**src/design/pses_pkg.sv**
```systemverilog
// Shared types and constants for the polynomial squared error sum block.
// No dependencies; every other file of the block but the defines header imports it.
`default_nettype none

package pses_pkg;

	localparam int PT_W          = 5;   // point coordinate width
	localparam int COEF_W        = 32;  // coefficient width
	localparam int DEG_W         = 3;   // degree register width
	localparam int CFG_IDX_W     = 3;   // configuration register index width
	localparam int NUM_COEF_REGS = 7;
	localparam int EVAL_W        = 48;  // Horner accumulator width
	localparam int SUM_W         = 63;  // running sum width, Q31.32

	localparam logic [SUM_W-1:0] SUM_MAX = {SUM_W{1'b1}};
	localparam logic signed [EVAL_W-1:0] EVAL_MAX = {1'b0, {(EVAL_W-1){1'b1}}};
	localparam logic signed [EVAL_W-1:0] EVAL_MIN = {1'b1, {(EVAL_W-1){1'b0}}};

	// Configuration register indexes.
	localparam logic [CFG_IDX_W-1:0] REG_DEGREE = 3'd0;
	localparam logic [CFG_IDX_W-1:0] REG_COEF0  = 3'd1;

	typedef enum logic [2:0] {
		ST_IDLE,
		ST_EVAL,
		ST_RESID,
		ST_SQUARE,
		ST_ACCUM
	} pses_state_t;

	// Controller to datapath.
	typedef struct packed {
		logic load;    // capture the point and seed the accumulator
		logic step;    // one Horner multiply-add
		logic resid;   // form the residual magnitude
		logic square;  // square the magnitude
		logic accum;   // scale, add to the sum, emit on a last point
	} pses_cmd_t;

	// Datapath to controller.
	typedef struct packed {
		logic deg_zero;   // constant polynomial, no Horner steps
		logic step_last;  // this Horner step is the final one
		logic last_pt;    // the captured point closes its set
		logic out_busy;   // result register holds a beat not taken this cycle
	} pses_stat_t;

endpackage

`default_nettype wire

```
**src/design/pses_ifs.sv**
```systemverilog
// Channel interfaces of the polynomial squared error sum block: point input,
// result output and configuration write. Depends on pses_pkg.
`default_nettype none

interface pses_point_if;
	import pses_pkg::*;
	logic                   valid;
	logic                   ready;
	logic signed [PT_W-1:0] point_x;
	logic signed [PT_W-1:0] point_y;
	logic                   last_point;
	modport source (output valid, output point_x, output point_y, output last_point,
		input ready);
	modport sink (input valid, input point_x, input point_y, input last_point,
		output ready);
endinterface

interface pses_result_if;
	import pses_pkg::*;
	logic             valid;
	logic             ready;
	logic [SUM_W-1:0] fitness;
	logic             saturated;
	modport source (output valid, output fitness, output saturated, input ready);
	modport sink (input valid, input fitness, input saturated, output ready);
endinterface

interface pses_cfg_if;
	import pses_pkg::*;
	logic                 valid;
	logic                 ready;
	logic [CFG_IDX_W-1:0] index;
	logic [COEF_W-1:0]    data;
	modport source (output valid, output index, output data, input ready);
	modport sink (input valid, input index, input data, output ready);
endinterface

`default_nettype wire

```
**src/design/pses_cfg.sv**
```systemverilog
// Configuration register file: degree and coefficients, with the degree clamp.
// Depends on pses_pkg and the pses_cfg_if interface.
`default_nettype none

module pses_cfg #(
	parameter int MAX_COEFFS = 7,
	parameter int IDX_W      = 3
) (
	input  wire logic                                clk,
	input  wire logic                                arst_n,
	pses_cfg_if.sink                                 cfg,
	output logic [IDX_W-1:0]                         deg_eff,
	output logic [MAX_COEFFS-1:0][pses_pkg::COEF_W-1:0] coef
);
	import pses_pkg::*;

	localparam logic [DEG_W-1:0] DEG_MAX = DEG_W'(MAX_COEFFS - 1);

	logic [DEG_W-1:0]                  degree_q;
	logic [MAX_COEFFS-1:0][COEF_W-1:0] coef_q;

	assign cfg.ready = 1'b1;

	always_ff @(posedge clk or negedge arst_n) begin
		if (!arst_n) begin
			degree_q <= '0;
			coef_q   <= '0;
		end else if (cfg.valid) begin
			if (cfg.index == REG_DEGREE) begin
				degree_q <= cfg.data[DEG_W-1:0];
			end
			for (int i = 0; i < MAX_COEFFS; i++) begin
				if (cfg.index == REG_COEF0 + CFG_IDX_W'(i)) begin
					coef_q[i] <= cfg.data;
				end
			end
		end
	end

	// A degree beyond the coefficient storage uses the highest one held.
	assign deg_eff = (degree_q > DEG_MAX) ? IDX_W'(DEG_MAX) : IDX_W'(degree_q);
	assign coef    = coef_q;

endmodule

`default_nettype wire

```
**src/design/pses_ctrl.sv**
```systemverilog
// Controller state machine: sequences Horner steps, residual, square and sum.
// Depends on pses_pkg; drives the datapath through pses_cmd_t.
`default_nettype none

module pses_ctrl (
	input  wire logic                 clk,
	input  wire logic                 arst_n,
	input  wire logic                 point_valid,
	output logic                      point_ready,
	input  wire pses_pkg::pses_stat_t stat,
	output pses_pkg::pses_cmd_t       cmd
);
	import pses_pkg::*;

	pses_state_t state_q, state_d;

	always_ff @(posedge clk or negedge arst_n) begin
		if (!arst_n) begin
			state_q <= ST_IDLE;
		end else begin
			state_q <= state_d;
		end
	end

	always_comb begin
		state_d     = state_q;
		cmd         = '0;
		point_ready = 1'b0;
		unique case (state_q)
			ST_IDLE: begin
				point_ready = 1'b1;
				if (point_valid) begin
					cmd.load = 1'b1;
					state_d  = stat.deg_zero ? ST_RESID : ST_EVAL;
				end
			end
			ST_EVAL: begin
				cmd.step = 1'b1;
				if (stat.step_last) begin
					state_d = ST_RESID;
				end
			end
			ST_RESID: begin
				cmd.resid = 1'b1;
				state_d   = ST_SQUARE;
			end
			ST_SQUARE: begin
				cmd.square = 1'b1;
				state_d    = ST_ACCUM;
			end
			ST_ACCUM: begin
				// A last point waits here until the result register is free.
				if (!(stat.last_pt && stat.out_busy)) begin
					cmd.accum = 1'b1;
					state_d   = ST_IDLE;
				end
			end
			default: begin
				state_d = ST_IDLE;
			end
		endcase
	end

endmodule

`default_nettype wire

```
**src/design/pses_dpath.sv**
```systemverilog
// Datapath: Horner evaluator, residual, squarer, saturating sum, result register.
// Depends on pses_pkg; controlled by pses_ctrl through pses_cmd_t.
`default_nettype none

module pses_dpath #(
	parameter int MAX_COEFFS = 7,
	parameter int FRAC_BITS  = 16,
	parameter int IDX_W      = 3
) (
	input  wire logic                                   clk,
	input  wire logic                                   arst_n,
	input  wire pses_pkg::pses_cmd_t                    cmd,
	output pses_pkg::pses_stat_t                        stat,
	input  wire logic signed [pses_pkg::PT_W-1:0]       point_x,
	input  wire logic signed [pses_pkg::PT_W-1:0]       point_y,
	input  wire logic                                   last_point,
	input  wire logic [IDX_W-1:0]                       deg_eff,
	input  wire logic [MAX_COEFFS-1:0][pses_pkg::COEF_W-1:0] coef,
	input  wire logic                                   result_ready,
	output logic                                        result_valid,
	output logic [pses_pkg::SUM_W-1:0]                  fitness,
	output logic                                        saturated
);
	import pses_pkg::*;

	localparam int STEP_W  = EVAL_W + PT_W + 1;  // product plus coefficient
	localparam int RES_W   = EVAL_W + 1;
	localparam int SQ_IN_W = 32;
	localparam int SQ_W    = 2 * SQ_IN_W;
	localparam int SH      = 2 * FRAC_BITS - 32;
	localparam int RSH     = (SH > 0) ? SH : 0;
	localparam int LSH     = (SH < 0) ? -SH : 0;

	logic signed [PT_W-1:0]   x_q, y_q;
	logic                     last_q;
	logic [IDX_W-1:0]         cnt_q;
	logic signed [EVAL_W-1:0] acc_q;
	logic [SQ_IN_W-1:0]       mag_q;
	logic                     big_q, big_sq_q;
	logic [SQ_W-1:0]          sq_q;
	logic [SUM_W-1:0]         sum_q;
	logic                     ovf_q;
	logic                     out_valid_q;
	logic [SUM_W-1:0]         fitness_q;
	logic                     sat_q;

	logic [IDX_W-1:0]         rd_idx;
	logic [COEF_W-1:0]        coef_rd;
	logic signed [STEP_W-1:0] step_sum;
	logic                     step_hi, step_lo;
	logic signed [EVAL_W-1:0] step_clamp;
	logic signed [RES_W-1:0]  resid;
	logic [RES_W-1:0]         res_mag;
	logic [SQ_W-1:0]          sq_rs;
	logic [SQ_W-1:0]          sq_sh;
	logic                     v_ovf;
	logic [SUM_W-1:0]         v;
	logic [SUM_W:0]           total;
	logic                     sum_sat;
	logic [SUM_W-1:0]         new_sum;
	logic                     new_ovf;

	// One coefficient read port: the top coefficient on load, the next lower on a step.
	assign rd_idx  = cmd.load ? deg_eff : cnt_q - IDX_W'(1);
	assign coef_rd = coef[rd_idx];

	assign step_sum   = STEP_W'(acc_q) * STEP_W'(x_q) + STEP_W'(signed'(coef_rd));
	assign step_hi    = step_sum > STEP_W'(EVAL_MAX);
	assign step_lo    = step_sum < STEP_W'(EVAL_MIN);
	assign step_clamp = step_hi ? EVAL_MAX : (step_lo ? EVAL_MIN : step_sum[EVAL_W-1:0]);

	assign resid   = (RES_W'(y_q) <<< FRAC_BITS) - RES_W'(acc_q);
	assign res_mag = resid[RES_W-1] ? RES_W'(-resid) : RES_W'(resid);

	// Bring the square to 32 fraction bits; a left shift must not lose top bits.
	assign sq_rs   = sq_q >> RSH;
	assign sq_sh   = sq_rs << LSH;
	assign v_ovf   = big_sq_q || ((sq_rs >> (SUM_W - LSH)) != '0);
	assign v       = v_ovf ? SUM_MAX : sq_sh[SUM_W-1:0];
	assign total   = {1'b0, sum_q} + {1'b0, v};
	assign sum_sat = total[SUM_W];
	assign new_sum = sum_sat ? SUM_MAX : total[SUM_W-1:0];
	assign new_ovf = ovf_q || v_ovf || sum_sat;

	always_ff @(posedge clk) begin
		if (cmd.load) begin
			x_q    <= point_x;
			y_q    <= point_y;
			last_q <= last_point;
			cnt_q  <= deg_eff;
			acc_q  <= EVAL_W'(signed'(coef_rd));
		end else if (cmd.step) begin
			cnt_q <= cnt_q - IDX_W'(1);
			acc_q <= step_clamp;
		end
		if (cmd.resid) begin
			mag_q <= res_mag[SQ_IN_W-1:0];
			big_q <= |res_mag[RES_W-1:SQ_IN_W];
		end
		if (cmd.square) begin
			sq_q     <= mag_q * mag_q;
			big_sq_q <= big_q;
		end
		if (cmd.accum && last_q) begin
			fitness_q <= new_sum;
			sat_q     <= new_ovf;
		end
	end

	always_ff @(posedge clk or negedge arst_n) begin
		if (!arst_n) begin
			sum_q       <= '0;
			ovf_q       <= 1'b0;
			out_valid_q <= 1'b0;
		end else begin
			if (cmd.step && (step_hi || step_lo)) begin
				ovf_q <= 1'b1;
			end
			if (cmd.accum) begin
				sum_q <= last_q ? '0 : new_sum;
				ovf_q <= last_q ? 1'b0 : new_ovf;
			end
			if (cmd.accum && last_q) begin
				out_valid_q <= 1'b1;
			end else if (result_ready) begin
				out_valid_q <= 1'b0;
			end
		end
	end

	assign stat.deg_zero  = (deg_eff == '0);
	assign stat.step_last = (cnt_q == IDX_W'(1));
	assign stat.last_pt   = last_q;
	assign stat.out_busy  = out_valid_q && !result_ready;

	assign result_valid = out_valid_q;
	assign fitness      = fitness_q;
	assign saturated    = sat_q;

endmodule

`default_nettype wire

```
**src/design/polynomial_squared_error_sum.sv**
```systemverilog
// Polynomial squared error sum. A point (x, y) is taken only while the block is
// idle, so the next point waits until the last one is through its steps: capture
// the point and load the top coefficient, then as many Horner multiply-adds on the
// single shared 48 by 5 bit multiplier as the degree, which is the configured
// degree clamped to MAX_COEFFS - 1, then the residual, the 32 by 32 bit square and
// the saturating accumulate. A last point emits one result beat holding the sum
// and the overflow flag; the result sits in an output register, so the next set
// can start while it waits to be taken, and only a second last point finding
// that register still full waits in its accumulate cycle. Configuration writes
// are always taken and must only happen while no point is in flight.
`default_nettype none

module polynomial_squared_error_sum #(
	parameter int MAX_COEFFS = 7,
	parameter int FRAC_BITS  = 16
) (
	input  wire logic   clk,
	input  wire logic   arst_n,
	pses_point_if.sink  point,
	pses_result_if.source result,
	pses_cfg_if.sink    cfg
);
	import pses_pkg::*;

	// Width of a coefficient index, kept at one bit for a constant-only build.
	localparam int IDX_W = (MAX_COEFFS > 1) ? $clog2(MAX_COEFFS) : 1;

	logic [IDX_W-1:0]                  deg_eff;
	logic [MAX_COEFFS-1:0][COEF_W-1:0] coef;
	pses_cmd_t                         cmd;
	pses_stat_t                        stat;
	logic                              point_ready;
	logic                              result_valid;
	logic [SUM_W-1:0]                  fitness;
	logic                              saturated;

	// Register file: degree and coefficients, written over the config channel.
	pses_cfg #(
		.MAX_COEFFS (MAX_COEFFS),
		.IDX_W      (IDX_W)
	) u_cfg (
		.clk     (clk),
		.arst_n  (arst_n),
		.cfg     (cfg),
		.deg_eff (deg_eff),
		.coef    (coef)
	);

	// The controller owns the input handshake and steps the datapath.
	pses_ctrl u_ctrl (
		.clk         (clk),
		.arst_n      (arst_n),
		.point_valid (point.valid),
		.point_ready (point_ready),
		.stat        (stat),
		.cmd         (cmd)
	);

	// The datapath holds the point, accumulator, running sum and result register.
	pses_dpath #(
		.MAX_COEFFS (MAX_COEFFS),
		.FRAC_BITS  (FRAC_BITS),
		.IDX_W      (IDX_W)
	) u_dpath (
		.clk          (clk),
		.arst_n       (arst_n),
		.cmd          (cmd),
		.stat         (stat),
		.point_x      (point.point_x),
		.point_y      (point.point_y),
		.last_point   (point.last_point),
		.deg_eff      (deg_eff),
		.coef         (coef),
		.result_ready (result.ready),
		.result_valid (result_valid),
		.fitness      (fitness),
		.saturated    (saturated)
	);

	assign point.ready      = point_ready;
	assign result.valid     = result_valid;
	assign result.fitness   = fitness;
	assign result.saturated = saturated;

endmodule

`default_nettype wire

```
**src/flat_wrapper.sv**
```systemverilog
// flat-port wrapper written by rule: the top's interface ports become plain ports
module polynomial_squared_error_sum_flat import pses_pkg::*;
#(
	parameter int MAX_COEFFS = 7,
	parameter int FRAC_BITS  = 16
)
  (clk, arst_n, point_valid, point_point_x, point_point_y, point_last_point, point_ready, result_valid, result_fitness, result_saturated, result_ready, cfg_valid, cfg_index, cfg_data, cfg_ready);
  pses_point_if point_i ();
  pses_result_if result_i ();
  pses_cfg_if cfg_i ();
  input  wire logic clk;
  input  wire logic arst_n;
  input wire logic [$bits(point_i.valid)-1:0] point_valid;
  input wire logic [$bits(point_i.point_x)-1:0] point_point_x;
  input wire logic [$bits(point_i.point_y)-1:0] point_point_y;
  input wire logic [$bits(point_i.last_point)-1:0] point_last_point;
  output wire logic [$bits(point_i.ready)-1:0] point_ready;
  output wire logic [$bits(result_i.valid)-1:0] result_valid;
  output wire logic [$bits(result_i.fitness)-1:0] result_fitness;
  output wire logic [$bits(result_i.saturated)-1:0] result_saturated;
  input wire logic [$bits(result_i.ready)-1:0] result_ready;
  input wire logic [$bits(cfg_i.valid)-1:0] cfg_valid;
  input wire logic [$bits(cfg_i.index)-1:0] cfg_index;
  input wire logic [$bits(cfg_i.data)-1:0] cfg_data;
  output wire logic [$bits(cfg_i.ready)-1:0] cfg_ready;
  assign point_i.valid = point_valid;
  assign point_i.point_x = point_point_x;
  assign point_i.point_y = point_point_y;
  assign point_i.last_point = point_last_point;
  assign point_ready = point_i.ready;
  assign result_valid = result_i.valid;
  assign result_fitness = result_i.fitness;
  assign result_saturated = result_i.saturated;
  assign result_i.ready = result_ready;
  assign cfg_i.valid = cfg_valid;
  assign cfg_i.index = cfg_index;
  assign cfg_i.data = cfg_data;
  assign cfg_ready = cfg_i.ready;
  polynomial_squared_error_sum #(.MAX_COEFFS(MAX_COEFFS), .FRAC_BITS(FRAC_BITS)) u_core (.clk(clk), .arst_n(arst_n), .point(point_i), .result(result_i), .cfg(cfg_i));
endmodule
```
**config.mk**
```make
export PLATFORM = sky130hd
export DESIGN_NAME = polynomial_squared_error_sum_flat
export DESIGN_NICKNAME = d
export VERILOG_FILES = /design/src/design/pses_pkg.sv /design/src/design/pses_ifs.sv /design/src/design/pses_cfg.sv /design/src/design/pses_ctrl.sv /design/src/design/pses_dpath.sv /design/src/design/polynomial_squared_error_sum.sv /design/src/flat_wrapper.sv
export SDC_FILE = /design/constraint.sdc
export NUM_CORES = 2
export LEC_CHECK = 0
export BUFFER_PORTS_ARGS = -buffer_cell sky130_fd_sc_hd__buf_2
export CELL_PAD_IN_SITES_DETAIL_PLACEMENT = 0
export CELL_PAD_IN_SITES_GLOBAL_PLACEMENT = 1
export CORE_ASPECT_RATIO = 0.6
export CORE_UTILIZATION = 41
export DETAILED_ROUTE_END_ITERATION = 12
export PLACE_DENSITY = 0.67
export SKIP_LAST_GASP = 1
export SLEW_MARGIN = 0
export SYNTH_ARGS = -nofsm -noshare
export SYNTH_HDL_FRONTEND = slang
export SYNTH_SLANG_ARGS = --single-unit
export TNS_END_PERCENT = 100
```
**constraint.sdc**
```tcl
create_clock -name clk -period 21.9 [get_ports clk]
set_input_delay 4.38 -clock clk [delete_from_list [all_inputs] [get_ports clk]]
set_output_delay 4.38 -clock clk [all_outputs]
set_load 0.02 [all_outputs]
```
==> results.md <==
- Outcome: complete, no violations
- Ratio of cells with drive above 1 in the final layout: 9.66%
- Synth area leaders: fa_1, dfrtp_1, edfxtp_1
- Final HPWL DP: 155 mm
- RSZ-0062 raised after global routing: no
- # setup viols final: 0
- Top cell type's share of synthesized area: 30.3%
- TritonCTS Buffers: 55
- Most frequent cell after synthesis: inv_1
- Area grow syn2layout: 7.32%
- Mapped Avg Cell Area: 9.96 um2
- Starting Density: 41.6%
- Hold depth: 0
- Largest net degree at the start of global routing: 174
- Worst path required time: 22.24 ns
- Share of flip-flops with an asynchronous set or reset: 56.9%
- CTS tree: built
- Fmax: 0.0724 GHz
- Final #Nets: 8149
- Post-CTS sizing: 0
- TNS Setup: 0 ns
- Die H: 314 um
- Final hold vios: 0
- Mux contribution to synthesized area: 5.75%
- Synth Area in XOR/XNOR: 3.18%
- Vias in the first global route: 48300
- Routed vias: 47600
- DR DRC count: 0
- Primary FF master, synth: dfrtp_1
- Post-CTS Hold Buffers: 0
- Largest family of logic cells by synthesized area: adder cells
- Slew @ Worst Pin: 1.33 ns
- Simple-gate share of the synthesized area: 12.1%
- Fillers: 15300
- Initial antenna violation count: 18
- Max_cap viols: 0
- Worst Path Max Fanout: 36
- Final cycle utilization of the critical path: 63.0%
- Crit path to: u_core.u_dpath.acc_q[7]$_DFFE_PP_
- Root Buffer: clkbuf_16
- Net count after synthesis: 8190
- Post-synth top cells: inv_1, fa_1, nand2_1
- #FFs+latches synth: 518
- Global route overflow: 0
- Adder-Cell Fraction of Synth Area: 39.2%
- HP Class: reg -> reg
- Slowest cell on crit path: and2_1
- Gr usage total: 25.1%
- Clock Skew: 0.0395 ns
- Cell variety after synth: 107
- Clk_lat worst skew: 0.67 ns
- Period minus WS final: 13.80 ns
- Post-CTS Setup Bufs: 0
- CP max stage delay: 0.81 ns
- DIE AREA: 0.163 mm2
- Synth Area in Compound Gates: 9.82%
- Reg2Reg Setup Slack: 11.07 ns
- First-pass GRT wire length: 311 mm
- Synth Warn #: 0
- # H-tree levels: 2
- Relative slew slack: 10.3%
- Number of flops mapped to enable cells by yosys: 223
- Num rows: 113
- Cells after Synth: 6664
- Die Width: 521 um
- Crit Reg-Reg Endpoint: u_core.u_dpath.acc_q[7]$_DFFE_PP_
- Starting DRT DRC Count: 4336
- Pre-Repair DR Iteration Count: 5
- Clk buf depth: 3
- GPL Wtd Cong: 0.906
- Sequential-to-total area share from yosys stat: 21.2%
- Synth area leader: fa_1
- DR WL met3: 18.6 mm
- Crit path DAT: 14.14 ns
- Antenna viol nets, final: 0
- M1 wire length: 105 mm
- Critical path class: in -> reg
- R2r startpoint: u_core.u_ctrl.state_q[2]$_DFFE_PN0P_
- Worst Setup End Kind: flip-flop
- Mapped Area: 0.0663 mm2
- Clk pin slew, worst setup/hold paths: 0.07 ns
- Slew Viols, Final: 0
- WL/cell: 23.0 um
- Sinks on Clock Net: 518
- WL met2: 76.8 mm
- Total wire length: 203 mm
- Drt via density: 5.41
- Area of the multi-input gates: 0.0466 mm2
- I/O Pins: 118
- Reg2reg path depth: 29
- Number of port buffers: 116
- CP startpoint kind: input pin
- FF+latch area: 0.0141 mm2
- Core Area: 0.159 mm2
- Critical path origin: point_valid
- Highest routed layer: met5
worst min-delay path by stage:
stage                                         startpoint                                 to
final                     u_core.u_dpath.big_q$_DFFE_PN_  u_core.u_dpath.big_sq_q$_DFFE_PP_
after detailed placement  u_core.u_dpath.big_q$_DFFE_PN_  u_core.u_dpath.big_sq_q$_DFFE_PP_
after global placement    u_core.u_dpath.big_q$_DFFE_PN_  u_core.u_dpath.big_sq_q$_DFFE_PP_
after CTS                 u_core.u_dpath.big_q$_DFFE_PN_  u_core.u_dpath.big_sq_q$_DFFE_PP_
after global routing      u_core.u_dpath.big_q$_DFFE_PN_  u_core.u_dpath.big_sq_q$_DFFE_PP_
after floorplan           u_core.u_dpath.big_q$_DFFE_PN_  u_core.u_dpath.big_sq_q$_DFFE_PP_
worst max-delay path: cells and delay by family:
family	cells	cell delay [ns]
buf+inv	6	1.92
simple gates	6	1.63
fa+ha+maj	5	2.22
compound gates	13	3.93
layer usage:
metal | vias up | global-route usage (%)
met1 | 24300 | 41.7
met2 | 1693 | 33.1
met5 | - | 0
li1 | 21500 | -
met3 | 133 | 6.04
met4 | 2 | 2.58
registers in the layout, indices dropped and copies added, names as in the netlist, 5 cells and up:
| name | flops |
|---|---|
| u_core.u_dpath.mag_q | 32 |
| u_core.u_dpath.sq_q | 63 |
| u_core.u_dpath.sum_q | 63 |
| u_core.u_dpath.fitness | 63 |
| u_core.u_dpath.y_q | 5 |
| u_core.u_cfg.coef | 224 |
| u_core.u_dpath.acc_q | 48 |
| u_core.u_dpath.x_q | 5 |
metrics by stage:
stage	cells	setup WS (ns)	util [%]	area (um2)	hold WS (ns)
floorplan	6664	9.90	-	66300	0.400
global placement	8693	7.85	43.4	69200	0.414
detailed placement	8693	7.73	43.4	69200	0.408
CTS	8797	8.38	44.6	71200	0.426
global route	8799	7.60	44.6	71200	0.448
finish	8801	8.10	44.6	71200	0.425
kinds of logic after synthesis:
kind of cell | Yosys count
simple gates | 1601
buf+inv | 1540
fa+ha+maj | 1475
compound gates | 976
flops | 518
mux | 312
xor+xnor | 241
other cells | 1
layout by cell type (no fill, tap or decap), types with 12 or more instances in the layout:
cell type  netlist  routed
a211oi_1        21      21
a21o_1         148     148
a21oi_1        289     287
a221oi_1        26      26
a22o_1          64      64
a31oi_1         41      39
and2_1         263     263
and3_1          31      31
and4_1          12      12
buf_2            9     115
buf_4            1      75
clkbuf_16        0      55
clkinv_1         6      13
dfrtp_1        295     295
edfxtp_1       223     223
fa_1          1005    1005
ha_1           470     470
inv_1         1242    1241
mux2_2         231     231
mux2i_1         49      49
mux4_2          32      32
nand2_1        615     615
nand2b_1        84      84
nand3_1         63      62
nand4_1         45      45
nor2_1         231     227
nor2b_1         35      35
nor3_1          47      46
o211ai_1        19      19
o21a_1          25      24
o21ai_0        162     162
o21bai_1        35      35
or2_2           28      28
or3_1           77      77
xnor2_1        155     155
xor2_1          86      86
area by class of cell:
type / count / area share (%)
multi-input combinational: 4606 / 65.4
sequential: 518 / 19.8
inverter: 1250 / 6.59
tap: 2127 / 3.74
clock buffer: 69 / 2.11
timing repair buffer: 192 / 1.65
clock inverter: 35 / 0.715
antenna: 4 / 0.0141
Power is not shown: default switching activity piles up to over one toggle a cycle in this logic, so the estimate is an artifact.
